$ cat config.mk
export PLATFORM = sky130hd
export DESIGN_NAME = audio_channel_matrix_mixer
export DESIGN_NICKNAME = d
export VERILOG_FILES = /design/src/sv/acmm_pkg.sv /design/src/sv/audio_channel_matrix_mixer.sv /design/src/sv/acmm_mac.sv
export SDC_FILE = /design/constraint.sdc
export NUM_CORES = 1
export LEC_CHECK = 0
export CORE_ASPECT_RATIO = 0.6
export CORE_MARGIN = 2
export CORE_UTILIZATION = 55
export CTS_CLUSTER_DIAMETER = 60
export CTS_CLUSTER_SIZE = 8
export DETAILED_ROUTE_END_ITERATION = 16
export DONT_BUFFER_PORTS = 1
export PLACE_DENSITY_LB_ADDON = 0.12
export RECOVER_POWER = 100
export SKIP_CTS_REPAIR_TIMING = 1
export SYNTH_ARGS = -nofsm -noshare
export SYNTH_HDL_FRONTEND = slang
export SYNTH_HIERARCHICAL = 1
export SYNTH_SLANG_ARGS = --single-unit
export TNS_END_PERCENT = 30
$ cat constraint.sdc
create_clock -name clk -period 8.3 [get_ports clk]
set_input_delay 1.66 -clock clk [delete_from_list [all_inputs] [get_ports clk]]
set_output_delay 1.66 -clock clk [all_outputs]
set_load 0.1 [all_outputs]
$ cat src/sv/acmm_pkg.sv
// Package for the channel matrix mixer: widths, coefficient codes,
// mix table lookup and sequencer state type. No dependencies.
package acmm_pkg;
  localparam int MaxCh = 8;
  localparam int SampleW = 16;
  localparam int CoefFrac = 15;
  localparam int ChW = 3;
  localparam int CfgW = 4;
  localparam int AccW = 40;

  localparam logic CFG_SRC = 1'b0;
  localparam logic CFG_DST = 1'b1;

  typedef enum logic [1:0] {ST_IDLE, ST_MAC, ST_OUT} state_t;

  // coefficient codes
  localparam logic [3:0] C0 = 4'd0, C1 = 4'd1, CH = 4'd2, CQ = 4'd3,
    CT = 4'd4, CA = 4'd5, CB = 4'd6, CX = 4'd7, CS = 4'd8;

  function automatic logic [16:0] code_coef(input logic [3:0] c);
    case (c)
      C1: code_coef = 17'd32768;
      CH: code_coef = 17'd16384;
      CQ: code_coef = 17'd8192;
      CT: code_coef = 17'd10912;
      CA: code_coef = 17'd9830;
      CB: code_coef = 17'd6554;
      CX: code_coef = 17'd5439;
      CS: code_coef = 17'd4686;
      default: code_coef = 17'd0;
    endcase
  endfunction

  // one row of 8 codes; s,d,o are zero based
  function automatic logic [31:0] row_codes(input logic [2:0] s, input logic [2:0] d,
                                            input logic [2:0] o);
    logic [31:0] r1, z, h;
    r1 = 32'h1000_0000; // code order: input 0 in top nibble
    z  = 32'h0;
    h  = 32'h2200_0000;
    row_codes = z;
    case (s)
      3'd0: begin
        row_codes = (o != d || d < 3'd5) ? r1 : z;
      end
      3'd1: begin
        case (d)
          3'd0: row_codes = h;
          3'd1: row_codes = (o == 0) ? r1 : 32'h0100_0000;
          3'd2: row_codes = (o == 0) ? r1 : (o == 1) ? h : 32'h0100_0000;
          3'd3: row_codes = o[0] ? 32'h0100_0000 : r1;
          3'd4, 3'd5: row_codes = (o == 0) ? r1 : (o == 1) ? h : (o == 2) ? 32'h0100_0000 :
                         (o == 3) ? r1 : (o == 4) ? 32'h0100_0000 : z;
          3'd6: row_codes = (o == 0) ? r1 : (o == 1 || o == 5) ? h :
                         (o == 2 || o == 4) ? 32'h0100_0000 : (o == 3) ? r1 : z;
          default: row_codes = (o == 0 || o == 3 || o == 5) ? r1 : (o == 1) ? h :
                         (o == 2 || o == 4 || o == 6) ? 32'h0100_0000 : z;
        endcase
      end
      3'd2: begin
        case (d)
          3'd0: row_codes = 32'h4440_0000;
          3'd1: row_codes = (o == 0) ? h : 32'h0220_0000;
          3'd2: row_codes = (o == 0) ? r1 : (o == 1) ? 32'h0100_0000 : 32'h0010_0000;
          3'd3: row_codes = (o == 0) ? h : (o == 1) ? 32'h0220_0000 : (o == 2) ? r1 :
                         32'h0010_0000;
          3'd4, 3'd5, 3'd6: row_codes = (o == 0 || o == 3) ? r1 : (o == 1) ? 32'h0100_0000 :
                         (o == 2 || o == 4) ? 32'h0010_0000 : z;
          default: row_codes = (o == 0 || o == 3 || o == 5) ? r1 : (o == 1) ? 32'h0100_0000 :
                         (o == 2 || o == 4 || o == 6) ? 32'h0010_0000 : z;
        endcase
      end
      3'd3: begin
        case (d)
          3'd0: row_codes = 32'h3333_0000;
          3'd1: row_codes = (o == 0) ? 32'h2020_0000 : 32'h0202_0000;
          3'd2: row_codes = (o == 0) ? 32'h2020_0000 : (o == 1) ? h : 32'h0202_0000;
          3'd3: row_codes = r1 >> (4 * o);
          3'd4, 3'd5: row_codes = (o == 0) ? r1 : (o == 1) ? h :
                         (o < 5) ? (r1 >> (4 * (o - 3'd1))) : z;
          3'd6: row_codes = (o == 0) ? r1 : (o == 1) ? h : (o == 2) ? 32'h0100_0000 :
                         (o == 3) ? 32'h2020_0000 : (o == 4) ? 32'h0202_0000 : z;
          default: row_codes = (o == 0) ? r1 : (o == 1) ? h : (o == 2) ? 32'h0100_0000 :
                         (o == 3) ? 32'h2020_0000 : (o == 4) ? 32'h0202_0000 :
                         (o == 5) ? 32'h0010_0000 : (o == 6) ? 32'h0001_0000 : z;
        endcase
      end
      default: begin
        case (d)
          3'd0: row_codes = (s == 3'd6) ? 32'h7777_7700 : (s == 3'd7) ? 32'h8888_8880 :
                         32'h6666_6000;
          3'd1: row_codes = (s == 3'd7) ? ((o == 0) ? 32'h5506_0600 : 32'h0550_6060) :
                         ((o == 0) ? 32'h2303_0000 : 32'h0320_3000);
          3'd2: row_codes = (s == 3'd7) ? ((o == 0) ? 32'h2003_0300 :
                         (o == 1) ? 32'h0100_0000 : 32'h0020_3030) :
                         ((o == 0) ? 32'h2002_0000 : (o == 1) ? 32'h0100_0000 : 32'h0020_2000);
          3'd3: row_codes = (s == 3'd7) ? ((o == 0) ? 32'h2303_0000 : (o == 1) ? 32'h0320_3000 :
                         (o == 2) ? 32'h0002_0200 : 32'h0000_2020) :
                         ((o == 0) ? h : (o == 1) ? 32'h0220_0000 :
                         (o == 2) ? 32'h0001_0000 : 32'h0000_1000);
          3'd4: row_codes = (s == 3'd7 && o > 3'd2) ? ((o == 3) ? 32'h0002_0200 : 32'h0000_2020)
                         : r1 >> (4 * o);
          3'd5: begin
            if (s == 3'd7 && (o == 3 || o == 4))
              row_codes = (o == 3) ? 32'h0002_0200 : 32'h0000_2020;
            else if (o < 5) row_codes = r1 >> (4 * o);
            else row_codes = (s == 3'd4) ? z : (s == 3'd5) ? 32'h0000_0100 :
                         (s == 3'd6) ? 32'h0000_0010 : 32'h0000_0001;
          end
          3'd6: begin
            if (s == 3'd4 || s == 3'd5)
              row_codes = (o < 3) ? r1 >> (4 * o) : (o == 3) ? 32'h0202_0000 :
                         (o == 4) ? 32'h0020_2000 : (o == 5) ? 32'h0002_2000 :
                         (s == 3'd5) ? 32'h0000_0100 : z;
            else if (o < 5) row_codes = r1 >> (4 * o);
            else if (s == 3'd6) row_codes = (o == 5) ? 32'h0000_0100 : 32'h0000_0010;
            else row_codes = (o == 5) ? 32'h0000_0220 : 32'h0000_0001;
          end
          default: begin
            if (s == 3'd4 || s == 3'd5)
              row_codes = (o < 3) ? r1 >> (4 * o) : (o == 3) ? 32'h0202_0000 :
                         (o == 4) ? 32'h0020_2000 : (o == 5) ? 32'h0001_0000 :
                         (o == 6) ? 32'h0000_1000 : (s == 3'd5) ? 32'h0000_0100 : z;
            else if (o < 5) row_codes = r1 >> (4 * o);
            else if (s == 3'd6) row_codes = (o == 7) ? 32'h0000_0010 : 32'h0000_0100;
            else row_codes = (o == 5) ? 32'h0000_0100 : (o == 6) ? 32'h0000_0010 :
                         32'h0000_0001;
          end
        endcase
      end
    endcase
  endfunction
endpackage

$ cat src/sv/audio_channel_matrix_mixer.sv
// Top level of the channel matrix mixer: frame buffer, sequencer, output register.
// Depends on acmm_pkg and acmm_mac.
//  channel | ports       | fields (low bit up)
//  in      | in_t*       | tdata: sample_in[15:0]
//  out     | out_t*      | tdata: out_channel[2:0], sample_out[18:3]; tlast: frame_last
//  cfg     | cfg_*       | index 0 src_channels, 1 dst_channels
// A partial-frame sample is written to the buffer. A closing sample runs one MAC step
// per source channel for each output channel on one shared multiplier, then one output
// transaction; out_tready low holds the sequencer. Reset is synchronous; no clearing pass.
module audio_channel_matrix_mixer (
  input  logic        clk,
  input  logic        rst_n,
  input  logic        in_tvalid,
  output logic        in_tready,
  input  logic [15:0] in_tdata,   // sample_in
  output logic        out_tvalid,
  input  logic        out_tready,
  output logic [23:0] out_tdata,  // out_channel, sample_out
  output logic        out_tlast,  // frame_last
  input  logic        cfg_we,
  input  logic        cfg_index,
  input  logic [3:0]  cfg_wdata
);
  import acmm_pkg::*;
  state_t st_r, st_nxt;
  logic [3:0] src_r, dst_r;
  logic [ChW-1:0] cnt_r, ci_r, co_r, ns1, nd1;
  logic [SampleW-1:0] buf_r [MaxCh];
  logic [SampleW-1:0] rd_smp;
  logic [31:0] row;
  logic [3:0] code;
  logic [SampleW-1:0] res;
  logic in_acc, last_in, mac_clr, mac_en;
  logic ovalid_r;
  logic [ChW-1:0] och_r;
  logic [SampleW-1:0] osmp_r;
  logic olast_r;

  assign ns1 = (src_r == 0) ? 3'd0 : (src_r > 4'd8) ? 3'd7 : ChW'(src_r - 4'd1);
  assign nd1 = (dst_r == 0) ? 3'd0 : (dst_r > 4'd8) ? 3'd7 : ChW'(dst_r - 4'd1);
  assign in_tready = (st_r == ST_IDLE);
  assign in_acc = in_tvalid && in_tready;
  assign last_in = (cnt_r == ns1);

  assign row = row_codes(ns1, nd1, co_r);
  assign code = row[31 - 4 * ci_r -: 4];
  assign rd_smp = buf_r[ci_r];

  acmm_mac u_mac (.clk(clk), .clr(mac_clr), .en(mac_en), .smp($signed(rd_smp)),
                  .coef(code_coef(code)), .result(res));

  always_comb begin
    st_nxt = st_r;
    unique case (st_r)
      ST_IDLE: if (in_acc && last_in) st_nxt = ST_MAC;
      ST_MAC:  if (ci_r == ns1) st_nxt = ST_OUT;
      ST_OUT: begin
        if (!ovalid_r || out_tready) st_nxt = (co_r == nd1) ? ST_IDLE : ST_MAC;
      end
      default: st_nxt = ST_IDLE;
    endcase
  end

  always_comb begin
    mac_en = (st_r == ST_MAC);
    mac_clr = (st_r == ST_IDLE) || ((st_r == ST_OUT) && (!ovalid_r || out_tready));
  end

  always_ff @(posedge clk) begin
    if (in_acc) buf_r[cnt_r] <= in_tdata;
    if (st_r == ST_OUT && (!ovalid_r || out_tready)) begin
      och_r <= co_r;
      osmp_r <= res;
      olast_r <= (co_r == nd1);
    end
  end

  always_ff @(posedge clk) begin
    if (!rst_n) begin
      st_r <= ST_IDLE; src_r <= 4'd2; dst_r <= 4'd2;
      cnt_r <= '0; ci_r <= '0; co_r <= '0; ovalid_r <= 1'b0;
    end else begin
      st_r <= st_nxt;
      if (st_r == ST_OUT && (!ovalid_r || out_tready)) begin
        ovalid_r <= 1'b1;
        co_r <= (co_r == nd1) ? '0 : co_r + 1'b1;
      end else if (out_tready) begin
        ovalid_r <= 1'b0;
      end
      if (st_r == ST_MAC) ci_r <= (ci_r == ns1) ? '0 : ci_r + 1'b1;
      if (cfg_we) begin
        if (cfg_index == CFG_SRC) src_r <= cfg_wdata;
        else dst_r <= cfg_wdata;
        cnt_r <= '0;
      end else if (in_acc) begin
        cnt_r <= last_in ? '0 : cnt_r + 1'b1;
      end
    end
  end

  assign out_tvalid = ovalid_r;
  assign out_tdata = {5'd0, osmp_r, och_r};
  assign out_tlast = olast_r;
endmodule

$ cat src/sv/acmm_mac.sv
// Shared multiply-accumulate unit with floor shift and saturation.
// Depends on acmm_pkg.
module acmm_mac (
  input  logic                          clk,
  input  logic                          clr,
  input  logic                          en,
  input  logic signed [acmm_pkg::SampleW-1:0] smp,
  input  logic [16:0]                   coef,
  output logic signed [acmm_pkg::SampleW-1:0] result
);
  import acmm_pkg::*;
  logic signed [AccW-1:0] acc_r, acc_nxt;
  logic signed [17:0] coef_s;
  logic signed [33:0] mul;
  logic signed [AccW-1:0] prod;
  logic signed [AccW-1:0] sh;

  assign coef_s = signed'({1'b0, coef});
  assign mul = coef_s * smp;
  assign prod = AccW'(mul);
  always_comb begin
    acc_nxt = acc_r;
    if (clr) acc_nxt = '0;
    else if (en) acc_nxt = acc_r + prod;
  end
  always_ff @(posedge clk) acc_r <= acc_nxt;

  assign sh = acc_r >>> CoefFrac;
  always_comb begin
    if (sh > AccW'(32767)) result = 16'sh7fff;
    else if (sh < -AccW'(32768)) result = -16'sh8000;
    else result = sh[SampleW-1:0];
  end
endmodule
==> impl_metrics.ini <==
[sta]
finalClockSkew_ns = 0.02089
finalCritPeriodShare = 1.067
post-route-min-period_ns = 8.854
worst_slack_ns = -0.5538
finalSetupViolCount = 25
tightest_slew_ns = 1.676
tns_ns = -7.107
rsz0062_at_grt = yes
maxSlewViolCount = 5
finalHoldViolCount = 0
timing.fmax_mhz = 112.9
slew_headroom = -0.1175

[finish]
syn_to_final_growth_pct = 25.68
nets = 3006
final_layout_size_suffix_gt1_frac = 0.2786
antennaDiodeCount = 0
final_core_util = 0.7039

[power]
power.share.switching = 0.4428
power.share.clock = 0.164
power.density_nw_per_um2 = 307.6
finalPower_mw = 8.496
leakage_nw = 12.25
p_switching_mw = 3.762
power.internal_mw = 4.733
seqPwrFrac = 0.137
ir_drop_uv = 479.0
combinationalPowerShare = 0.699

[setup_path]
worstPathMaxFanout = 7
arrival_ns = 9.31
worst-path-buf-inv = 13
setup.worst_path.class = reg2reg
worstPathRequired_ns = 8.75
crit_path_start_kind = flop
cp_top_family = adder cells
end_kind = flop
slowest_delay_ns = 0.55
cpMostUsedCell = fa_1
cpMaxStageDelayCell = fa_1

[synthesis]
synth_fa_ha_area_frac = 0.3062
synth_area_um2 = 21980
netlist_instances = 2239
synthSimpleGateAreaFrac = 0.1551
synth_xor_area_frac = 0.01827
yosys-top-cells-area = fa_1 22%, edfxtp_1 20%, ha_1 8.4%
synthArstFlopShare = 0
yosys-mux-area-fraction = 0.05249
yosys_warnings = 6
synth_top_family_by_area = adder cells
synth_edf_count = 148
seq_area_frac_synth = 0.2596
synthFlopType = edfxtp_1
ys_types = 112
netlist.area_leader.share = 0.2204
ys_ff_latch = 211
synth_compound_area_frac = 0.1163
syn_area_per_cell_um2 = 9.816
yosysTopAreaCell = fa_1

[placement]
routabilityCongestion = 1.084
io_buffers = 0
pre_cts_slack_ns = -0.8331
dp_hpwl_um = 57840

[detailed_routing]
wl_met1_um = 34440
dr.pass1.iters = 6
wl_um = 76410
via_count = 18790
drc = 0
drtIter0Drc = 2175
antenna_left = 0
wl_met2_um = 29390
wl_met3_um = 11390
wl_per_cell_um = 24.37
top_layer = met4
drt-vias-per-instance = 5.992

[floorplanning]
dieHeight_um = 158.8
fp-row-count = 56
die_x_um = 262.1
die-area_um2 = 41630
coreArea_um2 = 39240
io_pins = 53
start_util = 0.5601

[clocking]
cts_buffers = 35
cts_htree_levels = 2
cts_sinks = 211
cts_tree = done
root_buffer = clkbuf_16
insertion_delay_ns = 0.54
clock_path_buffers = 3
path_clk_slew_ns = 0.05

[global_route]
grt_remaining_overflow = 0
grt_max_degree = 56
antenna_found_initial = 0
grt_pass1_vias = 18660
grt_pass1_wl_um = 113200
grtUsageTotal = 0.3628

[worst_hold_path]
hold_path_class = reg2reg

[outcome]
violations = max-capacitance violations, max-slew violations, negative setup slack
status = finished, violations left

[job]
drv_cap = 2
cells in the final DEF, fill, tap and decap left out, types with 28 or more instances in the layout:
cell type,synthesis,final
mux4_2,32,32
a21oi_1,72,60
inv_1,375,356
o21ai_0,54,42
fa_1,242,234
nand2_1,209,196
and2_1,129,120
a21o_1,34,33
dfxtp_1,63,56
buf_4,13,370
edfxtp_1,148,148
xnor2_1,31,28
clkbuf_16,0,38
ha_1,148,128
nor2_1,100,96
nand3_1,38,34
nand2b_1,34,31
registers in the layout, indices dropped and copies added (netlist names), named ones only:
name / flops
cnt_r: 3
buf_r: 128
src_r: 4
och_r: 3
u_mac/acc_r: 40
st_r: 2
ci_r: 3
out_tvalid: 1
out_tlast: 1
osmp_r: 16
co_r: 3
dst_r: 4
synthesized netlist by cell type, types with 8 or more instances:
master and count:
a211oi_1 15, a21o_1 34, a21oi_1 72, a22oi_1 9, a31oi_1 18, and2_1 129, and3_1 15, buf_2 21
buf_4 13, buf_6 8, clkbuf_1 68, dfxtp_1 63, edfxtp_1 148, fa_1 242, ha_1 148, inv_1 375
mux2_2 17, mux2i_1 23, mux4_2 32, nand2_1 209, nand2b_1 34, nand3_1 38, nand4_1 13, nor2_1 100
nor2b_1 27, nor3_1 29, nor4_1 9, o211ai_1 15, o21a_1 8, o21ai_0 54, o21ai_1 15, o22ai_1 17
xnor2_1 31, xor2_1 13
power groups by stage:
| stage | combinational, mW | clock [mW] | sequential, mW |
|---|---|---|---|
| after floorplan | 2.99 | 0 | 1.18 |
| after global placement | 4.74 | 0 | 1.18 |
| after detailed placement | 4.84 | 0 | 1.18 |
| after CTS | 4.91 | 1.41 | 1.16 |
| after global routing | 6.42 | 1.46 | 1.16 |
| final | 5.94 | 1.39 | 1.16 |
worst register-to-register path, delay by kind of cell (launching register included):
kind	cells	cell delay (ns)
adder cells (fa/ha/maj)	8	3.59
AO/OA/AOI/OAI	11	2.20
flip-flops	1	0.34
multiplexers	1	0.35
AND/OR/NAND/NOR	6	0.92
buffers and inverters	13	1.38
per-layer routing:
layer | GRT usage | vias up
li1 | - | 8200
met1 | 0.5749 | 9277
met2 | 0.4647 | 1204
met3 | 0.1386 | 104
met4 | 0.06266 | 0
met5 | 0 | -
cell type report:
cell class                      count  area [µm²]
Multi-Input combinational cell   1542       15270
Fill cell                        2870       11620
Sequential cell                   211        5717
Timing Repair Buffer              422        3470
Inverter                          378        1426
Clock buffer                       51       945.9
Tap cell                          522       653.1
Clock inverter                      9       140.1
through the flow:
stage,std cells,hold slack (ns),cell area [µm²]
4_1_cts,3092,0.4647,26310
3_5_place_dp,3032,0.4478,25230
3_3_place_gp,3032,0.4526,25230
5_1_grt,3135,0.4844,27620
2_1_floorplan,2250,0.4250,22180
6_report,3135,0.4527,27620
logic make-up (layout without fill, tap and decap cells):
group,Yosys count,in the layout
adders and majority gates,393,393
AOI/OAI and AO/OA,360,360
muxes,73,73
other,1,12
and+or+nand+nor,659,659
buffers and inverters,497,860
xor gates and xnor gates,45,45
DFF,211,211
final timing paths:
| path | cells past startpoint | end | startpoint | slack [ns] |
|---|---|---|---|---|
| setup / recovery | 39 | u_mac/acc_r[39] | dst_r[1] | -0.55 |
| hold / removal | 2 | u_mac/acc_r[33] | u_mac/acc_r[33] | 0.45 |
| setup reg to reg | 39 | u_mac/acc_r[39] | dst_r[1] | -0.55 |
| hold reg to reg | 2 | u_mac/acc_r[33] | u_mac/acc_r[33] | 0.45 |
No activity file was read; power rests on OpenSTA's default activity.
